### config.mk
export PLATFORM = sky130hd
export DESIGN_NAME = filtered_pid_speed_controller_core_flat
export DESIGN_NICKNAME = d
export VERILOG_FILES = /design/src/sv/fpid_pkg.sv /design/src/sv/fpid_in_if.sv /design/src/sv/fpid_out_if.sv /design/src/sv/fpid_mac.sv /design/src/sv/filtered_pid_speed_controller_core.sv /design/src/flat_wrapper.sv
export SDC_FILE = /design/constraint.sdc
export NUM_CORES = 2
export LEC_CHECK = 0
export ABC_CLOCK_PERIOD_IN_PS = 9700
export CORE_ASPECT_RATIO = 1.75
export CORE_MARGIN = 5
export CORE_UTILIZATION = 45
export DETAILED_ROUTE_END_ITERATION = 7
export DONT_BUFFER_PORTS = 1
export PLACE_DENSITY = 0.69
export SYNTH_ARGS = -nofsm -noshare
export SYNTH_HDL_FRONTEND = slang
export SYNTH_SLANG_ARGS = --single-unit
### constraint.sdc
create_clock -name i_clk -period 9.7 [get_ports i_clk]
set_clock_uncertainty 0.2 [all_clocks]
set_input_delay 1.455 -clock i_clk [delete_from_list [all_inputs] [get_ports i_clk]]
set_output_delay 1.455 -clock i_clk [all_outputs]
set_load 0.02 [all_outputs]
### src/sv/fpid_pkg.sv
`default_nettype none
package fpid_pkg;

    localparam int unsigned GAIN_W  = 16;
    localparam int unsigned SPEED_W = 16;
    localparam int unsigned DRIVE_W = 16;
    localparam int unsigned ERR_W   = 17;
    localparam int unsigned FILT_W  = 26;
    localparam int unsigned DIFF_W  = 27;
    localparam int unsigned INTEG_W = 32;
    localparam int unsigned OPA_W   = 17;
    localparam int unsigned OPB_W   = 33;
    localparam int unsigned PROD_W  = OPA_W + OPB_W;
    localparam int unsigned CFG_IDX_W = 2;

    localparam logic signed [OPA_W-1:0]   C_FILT_NEW  = 17'sd179;
    localparam logic signed [OPA_W-1:0]   C_FILT_OLD  = 17'sd77;
    localparam logic signed [OPB_W-1:0]   C_INTEG_MAX = 33'sd256000;
    localparam logic signed [OPB_W-1:0]   C_INTEG_MIN = -33'sd2147483648;
    localparam logic signed [PROD_W-17:0] C_DRIVE_MAX = 34'sd100;
    localparam logic signed [PROD_W-17:0] C_DRIVE_MIN = -34'sd32768;

    typedef enum logic [CFG_IDX_W-1:0] {
        REG_GAIN_PROP  = 2'd0,
        REG_GAIN_INTEG = 2'd1,
        REG_GAIN_DERIV = 2'd2,
        REG_NONE       = 2'd3
    } t_reg_idx;

    typedef enum logic [3:0] {
        S_IDLE,
        S_MUL_PREV,
        S_MUL_ERR,
        S_FILT,
        S_PROP,
        S_DERIV,
        S_INTEG,
        S_ACC,
        S_DONE
    } t_state;

    typedef enum logic [1:0] {
        ACC_HOLD,
        ACC_LOAD,
        ACC_ADD
    } t_acc_op;

    typedef struct packed {
        logic    mul_en;
        t_acc_op acc_op;
    } t_mac_ctl;

endpackage
`default_nettype wire

### src/sv/fpid_in_if.sv
`default_nettype none
interface fpid_in_if;
    logic               valid;
    logic               ready;
    logic signed [15:0] target_speed;
    logic signed [15:0] measured_speed;

    modport source (output valid, output target_speed, output measured_speed, input ready);
    modport sink   (input valid, input target_speed, input measured_speed, output ready);
endinterface
`default_nettype wire

### src/sv/fpid_out_if.sv
`default_nettype none
interface fpid_out_if;
    logic               valid;
    logic               ready;
    logic signed [15:0] drive_value;

    modport source (output valid, output drive_value, input ready);
    modport sink   (input valid, input drive_value, output ready);
endinterface
`default_nettype wire

### src/sv/fpid_mac.sv
`default_nettype none
module fpid_mac
    import fpid_pkg::*;
(
    input  wire logic                     i_clk,
    input  wire t_mac_ctl                 i_ctl,
    input  wire logic signed [OPA_W-1:0]  i_op_a,
    input  wire logic signed [OPB_W-1:0]  i_op_b,
    output logic signed [PROD_W-1:0]      o_prod,
    output logic signed [PROD_W-1:0]      o_acc
);

    logic signed [PROD_W-1:0] r_prod;
    logic signed [PROD_W-1:0] r_acc;

    always_ff @(posedge i_clk) begin
        if (i_ctl.mul_en) begin
            r_prod <= i_op_a * i_op_b;
        end
        case (i_ctl.acc_op)
            ACC_LOAD: r_acc <= r_prod;
            ACC_ADD:  r_acc <= r_acc + r_prod;
            default:  r_acc <= r_acc;
        endcase
    end

    assign o_prod = r_prod;
    assign o_acc  = r_acc;

endmodule
`default_nettype wire

### src/sv/filtered_pid_speed_controller_core.sv
// An accepted input steps the sequencer through MUL_PREV, MUL_ERR, FILT, PROP, DERIV, INTEG,
// ACC and DONE, and a new input is taken only once it is back in IDLE. All five multiplies
// share one 17x33 multiply-accumulate unit stepped by the sequencer.
// The output register lets the next input be taken while a result waits.
// Reset clears the gains, the previous filtered error, the integral and the output valid flag.
`default_nettype none
module filtered_pid_speed_controller_core
    import fpid_pkg::*;
(
    input  wire logic                 i_clk,
    input  wire logic                 i_rst_n,
    input  wire logic                 i_cfg_we,
    input  wire logic [CFG_IDX_W-1:0] i_cfg_idx,
    input  wire logic [GAIN_W-1:0]    i_cfg_data,
    fpid_in_if.sink                   i_in,
    fpid_out_if.source                o_out
);

    t_state                     r_state, n_state;
    logic signed [GAIN_W-1:0]   r_gain_prop, r_gain_integ, r_gain_deriv;
    logic signed [FILT_W-1:0]   r_fprev;
    logic signed [INTEG_W-1:0]  r_integ;
    logic signed [ERR_W-1:0]    r_err;
    logic signed [FILT_W-1:0]   r_f;
    logic signed [DIFF_W-1:0]   r_diff;
    logic                       r_out_valid;
    logic signed [DRIVE_W-1:0]  r_drive;

    t_mac_ctl                   mac_ctl;
    logic signed [OPA_W-1:0]    op_a;
    logic signed [OPB_W-1:0]    op_b;
    logic signed [PROD_W-1:0]   prod;
    logic signed [PROD_W-1:0]   acc;

    logic                       in_acc;
    logic                       done_adv;
    logic signed [OPB_W-1:0]    integ_sum;
    logic signed [INTEG_W-1:0]  integ_sat;
    logic signed [PROD_W-17:0]  quo;
    logic signed [DRIVE_W-1:0]  drive_sat;

    assign in_acc   = i_in.valid && i_in.ready;
    assign done_adv = (r_state == S_DONE) && (!r_out_valid || o_out.ready);

    always_comb begin
        n_state = r_state;
        case (r_state)
            S_IDLE:     if (in_acc) n_state = S_MUL_PREV;
            S_MUL_PREV: n_state = S_MUL_ERR;
            S_MUL_ERR:  n_state = S_FILT;
            S_FILT:     n_state = S_PROP;
            S_PROP:     n_state = S_DERIV;
            S_DERIV:    n_state = S_INTEG;
            S_INTEG:    n_state = S_ACC;
            S_ACC:      n_state = S_DONE;
            S_DONE:     if (done_adv) n_state = S_IDLE;
            default:    n_state = S_IDLE;
        endcase
    end

    always_comb begin
        mac_ctl = '{mul_en: 1'b0, acc_op: ACC_HOLD};
        op_a    = '0;
        op_b    = '0;
        case (r_state)
            S_MUL_PREV: begin
                mac_ctl.mul_en = 1'b1;
                op_a = C_FILT_OLD;
                op_b = {{(OPB_W-FILT_W){r_fprev[FILT_W-1]}}, r_fprev};
            end
            S_MUL_ERR: begin
                mac_ctl.mul_en = 1'b1;
                op_a = C_FILT_NEW;
                op_b = {{(OPB_W-ERR_W){r_err[ERR_W-1]}}, r_err};
            end
            S_PROP: begin
                mac_ctl.mul_en = 1'b1;
                op_a = {r_gain_prop[GAIN_W-1], r_gain_prop};
                op_b = {{(OPB_W-FILT_W){r_f[FILT_W-1]}}, r_f};
            end
            S_DERIV: begin
                mac_ctl.mul_en = 1'b1;
                mac_ctl.acc_op = ACC_LOAD;
                op_a = {r_gain_deriv[GAIN_W-1], r_gain_deriv};
                op_b = {{(OPB_W-DIFF_W){r_diff[DIFF_W-1]}}, r_diff};
            end
            S_INTEG: begin
                mac_ctl.mul_en = 1'b1;
                mac_ctl.acc_op = ACC_ADD;
                op_a = {r_gain_integ[GAIN_W-1], r_gain_integ};
                op_b = {r_integ[INTEG_W-1], r_integ};
            end
            S_ACC: begin
                mac_ctl.acc_op = ACC_ADD;
            end
            default: begin
                mac_ctl = '{mul_en: 1'b0, acc_op: ACC_HOLD};
            end
        endcase
    end

    fpid_mac u_mac (
        .i_clk  (i_clk),
        .i_ctl  (mac_ctl),
        .i_op_a (op_a),
        .i_op_b (op_b),
        .o_prod (prod),
        .o_acc  (acc)
    );

    always_comb begin
        integ_sum = {r_integ[INTEG_W-1], r_integ} + {{(OPB_W-FILT_W){r_f[FILT_W-1]}}, r_f};
        if (integ_sum > C_INTEG_MAX) begin
            integ_sum = C_INTEG_MAX;
        end else if (integ_sum < C_INTEG_MIN) begin
            integ_sum = C_INTEG_MIN;
        end
        integ_sat = integ_sum[INTEG_W-1:0];
    end

    always_comb begin
        quo = acc[PROD_W-1:16];
        if (acc[PROD_W-1] && (acc[15:0] != '0)) begin
            quo = quo + 34'sd1;
        end
        if (quo > C_DRIVE_MAX) begin
            drive_sat = C_DRIVE_MAX[DRIVE_W-1:0];
        end else if (quo < C_DRIVE_MIN) begin
            drive_sat = C_DRIVE_MIN[DRIVE_W-1:0];
        end else begin
            drive_sat = quo[DRIVE_W-1:0];
        end
    end

    always_ff @(posedge i_clk) begin
        if (!i_rst_n) begin
            r_state      <= S_IDLE;
            r_gain_prop  <= '0;
            r_gain_integ <= '0;
            r_gain_deriv <= '0;
            r_fprev      <= '0;
            r_integ      <= '0;
            r_out_valid  <= 1'b0;
        end else begin
            r_state <= n_state;
            if (i_cfg_we) begin
                case (t_reg_idx'(i_cfg_idx))
                    REG_GAIN_PROP:  r_gain_prop  <= i_cfg_data;
                    REG_GAIN_INTEG: r_gain_integ <= i_cfg_data;
                    REG_GAIN_DERIV: r_gain_deriv <= i_cfg_data;
                    default: ;
                endcase
            end
            if (r_state == S_PROP) begin
                r_fprev <= r_f;
                r_integ <= integ_sat;
            end
            if (done_adv) begin
                r_out_valid <= 1'b1;
            end else if (o_out.ready) begin
                r_out_valid <= 1'b0;
            end
        end
    end

    always_ff @(posedge i_clk) begin
        case (r_state)
            S_IDLE: begin
                if (in_acc) begin
                    r_err <= {i_in.target_speed[SPEED_W-1], i_in.target_speed}
                           - {i_in.measured_speed[SPEED_W-1], i_in.measured_speed};
                end
            end
            S_MUL_ERR: r_f <= prod[33:8];
            S_FILT:    r_f <= r_f + prod[FILT_W-1:0];
            S_PROP:    r_diff <= {r_f[FILT_W-1], r_f} - {r_fprev[FILT_W-1], r_fprev};
            S_DONE: begin
                if (done_adv) begin
                    r_drive <= drive_sat;
                end
            end
            default: ;
        endcase
    end

    assign i_in.ready        = (r_state == S_IDLE);
    assign o_out.valid       = r_out_valid;
    assign o_out.drive_value = r_drive;

    a_accept_starts: assert property (@(posedge i_clk) disable iff (!i_rst_n)
        in_acc |=> (r_state == S_MUL_PREV))
        else $error("accepted input did not start the sequence");

    a_integ_cap: assert property (@(posedge i_clk) disable iff (!i_rst_n)
        r_integ <= $signed(C_INTEG_MAX[INTEG_W-1:0]))
        else $error("integral above its upper clamp");

    a_drive_cap: assert property (@(posedge i_clk) disable iff (!i_rst_n)
        r_out_valid |-> (r_drive <= 16'sd100))
        else $error("drive above its upper clamp");

    a_done_delivers: assert property (@(posedge i_clk) disable iff (!i_rst_n)
        done_adv |=> (r_out_valid && (r_state == S_IDLE)))
        else $error("finished transaction not presented on output");

    a_no_overrun: assert property (@(posedge i_clk) disable iff (!i_rst_n)
        (r_state == S_DONE) && r_out_valid && !o_out.ready |=> (r_state == S_DONE))
        else $error("sequencer left DONE while output still pending");

endmodule
`default_nettype wire
### src/flat_wrapper.sv
// flat-port wrapper written by rule: the top's interface ports become plain ports
module filtered_pid_speed_controller_core_flat import fpid_pkg::*;
  (i_clk, i_rst_n, i_cfg_we, i_cfg_idx, i_cfg_data, i_in_valid, i_in_target_speed, i_in_measured_speed, i_in_ready, o_out_valid, o_out_drive_value, o_out_ready);
  fpid_in_if i_in_i ();
  fpid_out_if o_out_i ();
  input  wire logic i_clk;
  input  wire logic i_rst_n;
  input  wire logic i_cfg_we;
  input  wire logic [CFG_IDX_W-1:0] i_cfg_idx;
  input  wire logic [GAIN_W-1:0] i_cfg_data;
  input wire logic [$bits(i_in_i.valid)-1:0] i_in_valid;
  input wire logic [$bits(i_in_i.target_speed)-1:0] i_in_target_speed;
  input wire logic [$bits(i_in_i.measured_speed)-1:0] i_in_measured_speed;
  output wire logic [$bits(i_in_i.ready)-1:0] i_in_ready;
  output wire logic [$bits(o_out_i.valid)-1:0] o_out_valid;
  output wire logic [$bits(o_out_i.drive_value)-1:0] o_out_drive_value;
  input wire logic [$bits(o_out_i.ready)-1:0] o_out_ready;
  assign i_in_i.valid = i_in_valid;
  assign i_in_i.target_speed = i_in_target_speed;
  assign i_in_i.measured_speed = i_in_measured_speed;
  assign i_in_ready = i_in_i.ready;
  assign o_out_valid = o_out_i.valid;
  assign o_out_drive_value = o_out_i.drive_value;
  assign o_out_i.ready = o_out_ready;
  filtered_pid_speed_controller_core u_core (.i_clk(i_clk), .i_rst_n(i_rst_n), .i_cfg_we(i_cfg_we), .i_cfg_idx(i_cfg_idx), .i_cfg_data(i_cfg_data), .i_in(i_in_i), .o_out(o_out_i));
endmodule
Word-level counts from Yosys, hierarchy flattened
Index checks and enable logic that the tools add are counted.
- bits in registers: 297
- output and inout bits: 18
- $add $sub $neg: 6
- $mul: 1
- $lt $le $gt $ge: 4
- equality and inequality tests: 14
- multiplexer cells: 15
- reduce and logical (&&, ||, !) cells: 20
- operator list (operator ; count):
    $pmux 33 s5 ; 1
    $pmux 50 s2 ; 1
    $pmux 17 s5 ; 1
    $mux 32 ; 2
    $pmux 26 s2 ; 1
    $add 50x50->50 ; 1
    $mul 17x33->50 ; 1
    $pmux 4 s9 ; 1
    $add 34x2->34 const B ; 1
    $gt 34x8->1 const B ; 1
    $lt 34x16->1 const B ; 1
    $mux 34 ; 1
    $add 32x26->33 ; 1
    $gt 33x19->1 const B ; 1
    $lt 33x32->1 const B ; 1
    $sub 26x26->27 ; 1
    $add 26x26->26 ; 1
    $sub 16x16->17 ; 1
    $eq 4x3->1 const B ; 4
    $mux 16 ; 1
    $reduce_bool 16->1 ; 1
    $reduce_and 2->1 ; 6
    $eq 4x2->1 const B ; 2
    $mux 4 ; 2
    16 further kinds ; 25

Longest topological paths before layout
- depth after elaboration: 5
- depth in mapped cells: 35
- mapped depth without buffers: 30

Modules after synthesis
A second synthesis with hierarchy kept.
- cells, all modules: 4474
- area, all modules: 39758.1 um2
- by module, submodules not included (module ; instances ; cells an instance ; area an instance (um2) ; seq. area each (um2)):
    fpid_mac ; 1 ; 2741 ; 25597.0 ; 3002.9
    filtered_pid_speed_controller_core ; 1 ; 1733 ; 14161.1 ; 4804.6

Worst setup path after synthesis
Ideal clock, no wire load.
- kind: flip-flop to flip-flop
- start point: register u_core.r_state[1]
- end point: register u_core.u_mac.r_prod[47] (netlist: u_core.u_mac.o_prod[47]), data pin
- setup time: 0.261 ns
- data arrival time: 8.231 ns
- required time: 9.239 ns
- setup slack: 1.008 ns
- cell stages (with the launch flop): 30
- buffers on the path: 4
- clock period less this slack: 8.692 ns
- cell sequence: dfxtp_1 > clkbuf_1 > nand2_1 > nor3_1 > clkbuf_1 > nand2_1 > and4_1 > clkbuf_1 > clkbuf_1 > nor2_1 > fa_1 > inv_1 > fa_1 > fa_1 > fa_1 > inv_1 > fa_1 > inv_1 > fa_1 > inv_1 > ha_1 > a21o_1 > or4b_2 > o21ai_0 > a21oi_1 > a2111oi_0 > o21ai_0 > a211oi_1 > nor4_1 > a311o_1
- word-level cells in the longest chain between the ends: 3
- ends and longest elaborated chain (element ; RTL line ; RTL):
    start, declared ; filtered_pid_speed_controller_core.sv:19 ; t_state r_state, n_state;
    start signal, assigned ; filtered_pid_speed_controller_core.sv:145 ; r_state <= n_state;
    $eq 4x3->1, or another cell as far along ; filtered_pid_speed_controller_core.sv:65 ; case (r_state)
    $pmux 17 s5 / $pmux 33 s5 (equally long branches) ; filtered_pid_speed_controller_core.sv:65 ;
    $mul 17x33->50 * ; fpid_mac.sv:18 ; r_prod <= i_op_a * i_op_b;
    end signal, assigned ; fpid_mac.sv:18 ;
    end, declared ; fpid_mac.sv:13 ; logic signed [PROD_W-1:0] r_prod;
Mark *: on every way between the ends. The rest lies on a longest branch, timed or not.
A chain may end at the register's enable or synchronous reset.

Worst setup path in the final report
Same ends and word-level chain as after synthesis.

==> results.yml <==
outcome:
  status: "completed"
clocking:
  cts.root.buffer_cell: "clkbuf_16"
  cts_inserted_buffers: 30
  cts_htree_levels: 1
  clockBufferDepth: 3
  cts_hold_buf: 0
  cts_tree: "done"
  insertion_delay_ns: 0.64
  cts.sinks: 297
  clk_pin_slew_ns: 0.07
finish:
  n_fill_cell: 8407
  area_delta_synth_final_pct: 5.893
  final_util_pct: 48.04
  final_cells: 5608
  ff_latch_area_um2: 7807
  stdcell_area_um2: 41780
  multi_input_area_um2: 28500
  num-nets-final: 5275
  drive_gt1_share_pct: 5.150
logic_synthesis:
  synth_compound_area_share_pct: 14.19
  syn_inst: 4512
  synth_fp_nets: 5364
  synth_xor_area_share_pct: 3.663
  synth.area.mux_share_pct: 1.265
  synth-edff-count: 186
  synthTopCellsByCount: "657 x inv_1, 600 x nand2_1, 531 x fa_1"
  yosysTopAreaCellShare_pct: 26.94
  synth_fa_ha_area_share_pct: 35.38
  synthTopCellsByArea: "fa_1 27%, edfxtp_1 14%, ha_1 8.4%, inv_1 6.3%, nand2_1 5.7%"
  seq_area_frac_synth_pct: 19.79
  ys.flop_type: "edfxtp_1"
  ys_warn_count: 0
  yosys.area_share.simple_pct: 17.53
  syn-mean-instance-area_um2: 8.744
  synth_async_sr_flop_share_pct: 0
  synth_top_family_by_area: "adder cells"
  yosys.area.top_type: "fa_1"
  synth-seq-cells: 297
  synth_area_um2: 39450
  synth.most_common_cell: "inv_1"
  synth_cell_types: 95
global_route:
  antenna_found_initial: 1
  overflow: 0
  grt_start_max_net_pins: 88
  grt_pass1_vias: 34090
  grtUsageTotal_pct: 27.30
  grt_pass1_wl_mm: 196.1
place:
  postPlaceCellArea_um2: 40740
  dpl.hpwl_mm: 104.2
  dp_cells: 5549
  port_buffers: 0
  place.gp.congestion: 1.025
worst_setup_path:
  cp-start-kind: "flip-flop"
  required_ns: 9.83
  reg2reg_from: "u_core.r_state[1]$_SDFFE_PN0P_"
  slowest_delay_ns: 0.59
  critPathMaxFanout: 39
  slowest_stage: "or4b_2"
  critical_path.most_common_cell: "fa_1"
  r2r_end: "u_core.u_mac.o_prod[47]$_DFFE_PP_"
  crit_arrival_ns: 9.28
  crit_buf_inv: 6
  worst-r2r-setup-slack_ns: 0.55
  reg2regPathDepth: 27
  worstSetupPathType: "reg -> reg"
  cp_top_family: "adder cells"
  endpoint_kind: "flip-flop"
flow_run:
  max_cap_violations: 0
hold_path:
  hp-class: "reg -> reg"
  holdPathStages: 2
  min_to: "u_core.r_gain_prop[8]$_SDFFE_PN0P_"
  hold_start: "u_core.r_gain_prop[8]$_SDFFE_PN0P_"
routing:
  viasPerCell: 5.813
  wl_per_cell_um: 22.80
  route.vias.total: 32600
  dr.pass1.iters: 6
  ant_nets: 0
  wl_mm: 127.9
  route.detailed.drc: 0
  drt-initial-drc-count: 2287
die:
  initial_core_util_pct: 45.37
  core_um2: 86960
  die_w_um: 233.8
  fp.dieH_um: 401.7
  rows: 143
  ios: 73
  die-area_um2: 93930
sta:
  setup_viol: 0
  timing.final.max_slew_violations: 0
  min_period_over_period_pct: 94.33
  finalHoldViolations: 0
  max_slew_margin_pct: 15.62
  min_period_ns: 9.150
  worstMarginPinSlew_ns: 1.261
  fmax_mhz: 109.3
power_and_ir_drop:
  power.leakage_nw: 18.71
  vdd_drop_max_uv: 139.3
  p_per_area_nw_per_um2: 111.8
## report_power, final
| group | internal [mW] | leakage, nW | switching, mW |
|---|---|---|---|
| combinational | 0.685 | 15.6 | 1.14 |
| sequential | 1.50 | 2.61 | 0.130 |
| clock | 0.667 | 0.488 | 0.558 |
| total | 2.85 | 18.7 | 1.82 |
## cell families (layout without fill, tap and decap cells)
logic type,after synthesis,in the layout
other,0,1
xor gates and xnor gates,165,165
and+or+nand+nor,1534,1534
muxes,45,45
adders and majority gates,797,797
AOI/OAI and AO/OA,827,827
DFF,297,297
buffers and inverters,847,782
## flip-flops by register name, indices dropped and copies added, names as in the netlist
signal	count
u_core.r_f	26
u_core.o_out.valid	1
u_core.r_gain_prop	16
u_core.r_state	4
u_core.u_mac.o_acc	50
u_core.u_mac.o_prod	50
u_core.r_integ	32
u_core.r_diff	27
u_core.o_out.drive_value	16
u_core.r_gain_deriv	16
u_core.r_gain_integ	16
u_core.r_err	17
u_core.r_fprev	26
## placed cells by master, fill, tap and decap left out, types with 10 or more instances in the layout
cell	n
a211oi_1	39
a21boi_0	84
a21o_1	78
a21oi_1	165
a22oi_1	42
a31oi_1	20
a32oi_1	12
and2_1	27
and3_1	39
and4_1	23
buf_4	63
clkbuf_16	31
dfxtp_1	111
edfxtp_1	186
fa_1	531
ha_1	265
inv_1	656
mux2_2	36
nand2_1	599
nand2b_1	33
nand3_1	80
nand3b_1	13
nand4_1	50
nor2_1	481
nor2_2	11
nor2b_1	31
nor3_1	55
nor4_1	11
o211ai_1	21
o21a_1	34
o21ai_0	161
o21bai_1	22
o311ai_0	11
o31ai_1	15
or2_2	10
or3_1	14
xnor2_1	119
xor2_1	46
## metal layers
layer | GRT usage, % | vias up | routed length [um]
li1 | - | 14810 | -
met1 | 28.55 | 16030 | 42200
met2 | 47.36 | 1273 | 62970
met3 | 3.689 | 482 | 7774
met4 | 23.81 | 0 | 14940
met5 | 0 | - | 0
## cell type report
type,instances,share of cell area [%]
Antenna cell,1,0.005990
Sequential cell,297,18.69
Clock inverter,16,0.3983
Multi-Input combinational cell,3368,68.21
Timing Repair Buffer,66,1.276
Clock buffer,40,2.010
Tap cell,1160,3.474
Inverter,660,5.936
## metrics by stage
stage	hold slack [ns]	setup TNS [ns]	total power, mW	setup slack [ns]
after floorplan	0.2429	0	2.904	1.008
after global placement	0.2511	0	3.422	0.5939
after detailed placement	0.2560	0	3.444	0.4857
after CTS	0.2653	0	4.678	0.3891
after global routing	0.2858	-0.004982	4.939	-0.004982
final	0.2648	0	4.672	0.5504
## worst register-to-register path, stage by stage, from the launching register on
cell	delay, ns
dfxtp_1	0.56
nand2_1	0.17
nor3_2	0.36
buf_12	0.28
a22oi_1	0.17
and4_1	0.43
nor2_1	0.24
fa_1	0.43
inv_1	0.08
fa_1	0.46
fa_1	0.53
fa_1	0.50
inv_1	0.06
fa_1	0.54
inv_1	0.06
fa_1	0.52
inv_1	0.04
ha_1	0.36
a21o_1	0.21
or4b_2	0.59
o21ai_0	0.21
buf_4	0.18
a21oi_1	0.12
a2111oi_0	0.45
o21ai_0	0.26
a211oi_1	0.46
nor4_1	0.10
a311o_1	0.28
## worst max-delay path by stage
stage	end	from	cells after the start
3_3_place_gp	u_core.u_mac.o_prod[47]$_DFFE_PP_	u_core.r_state[1]$_SDFFE_PN0P_	27
4_1_cts	u_core.u_mac.o_prod[47]$_DFFE_PP_	u_core.r_state[1]$_SDFFE_PN0P_	27
6_report	u_core.u_mac.o_prod[47]$_DFFE_PP_	u_core.r_state[1]$_SDFFE_PN0P_	27
2_1_floorplan	u_core.u_mac.o_prod[47]$_DFFE_PP_	u_core.r_state[1]$_SDFFE_PN0P_	29
5_1_grt	u_core.u_mac.o_prod[47]$_DFFE_PP_	u_core.r_state[0]$_SDFFE_PN0P_	27
3_5_place_dp	u_core.u_mac.o_prod[47]$_DFFE_PP_	u_core.r_state[1]$_SDFFE_PN0P_	27
## timing repair
item	in CTS	in global routing
endpoints found under the setup margin	0	3
setup buffers	0	2
gates resized for setup	0	11
Note: power is estimated with default switching activity, not from simulation.
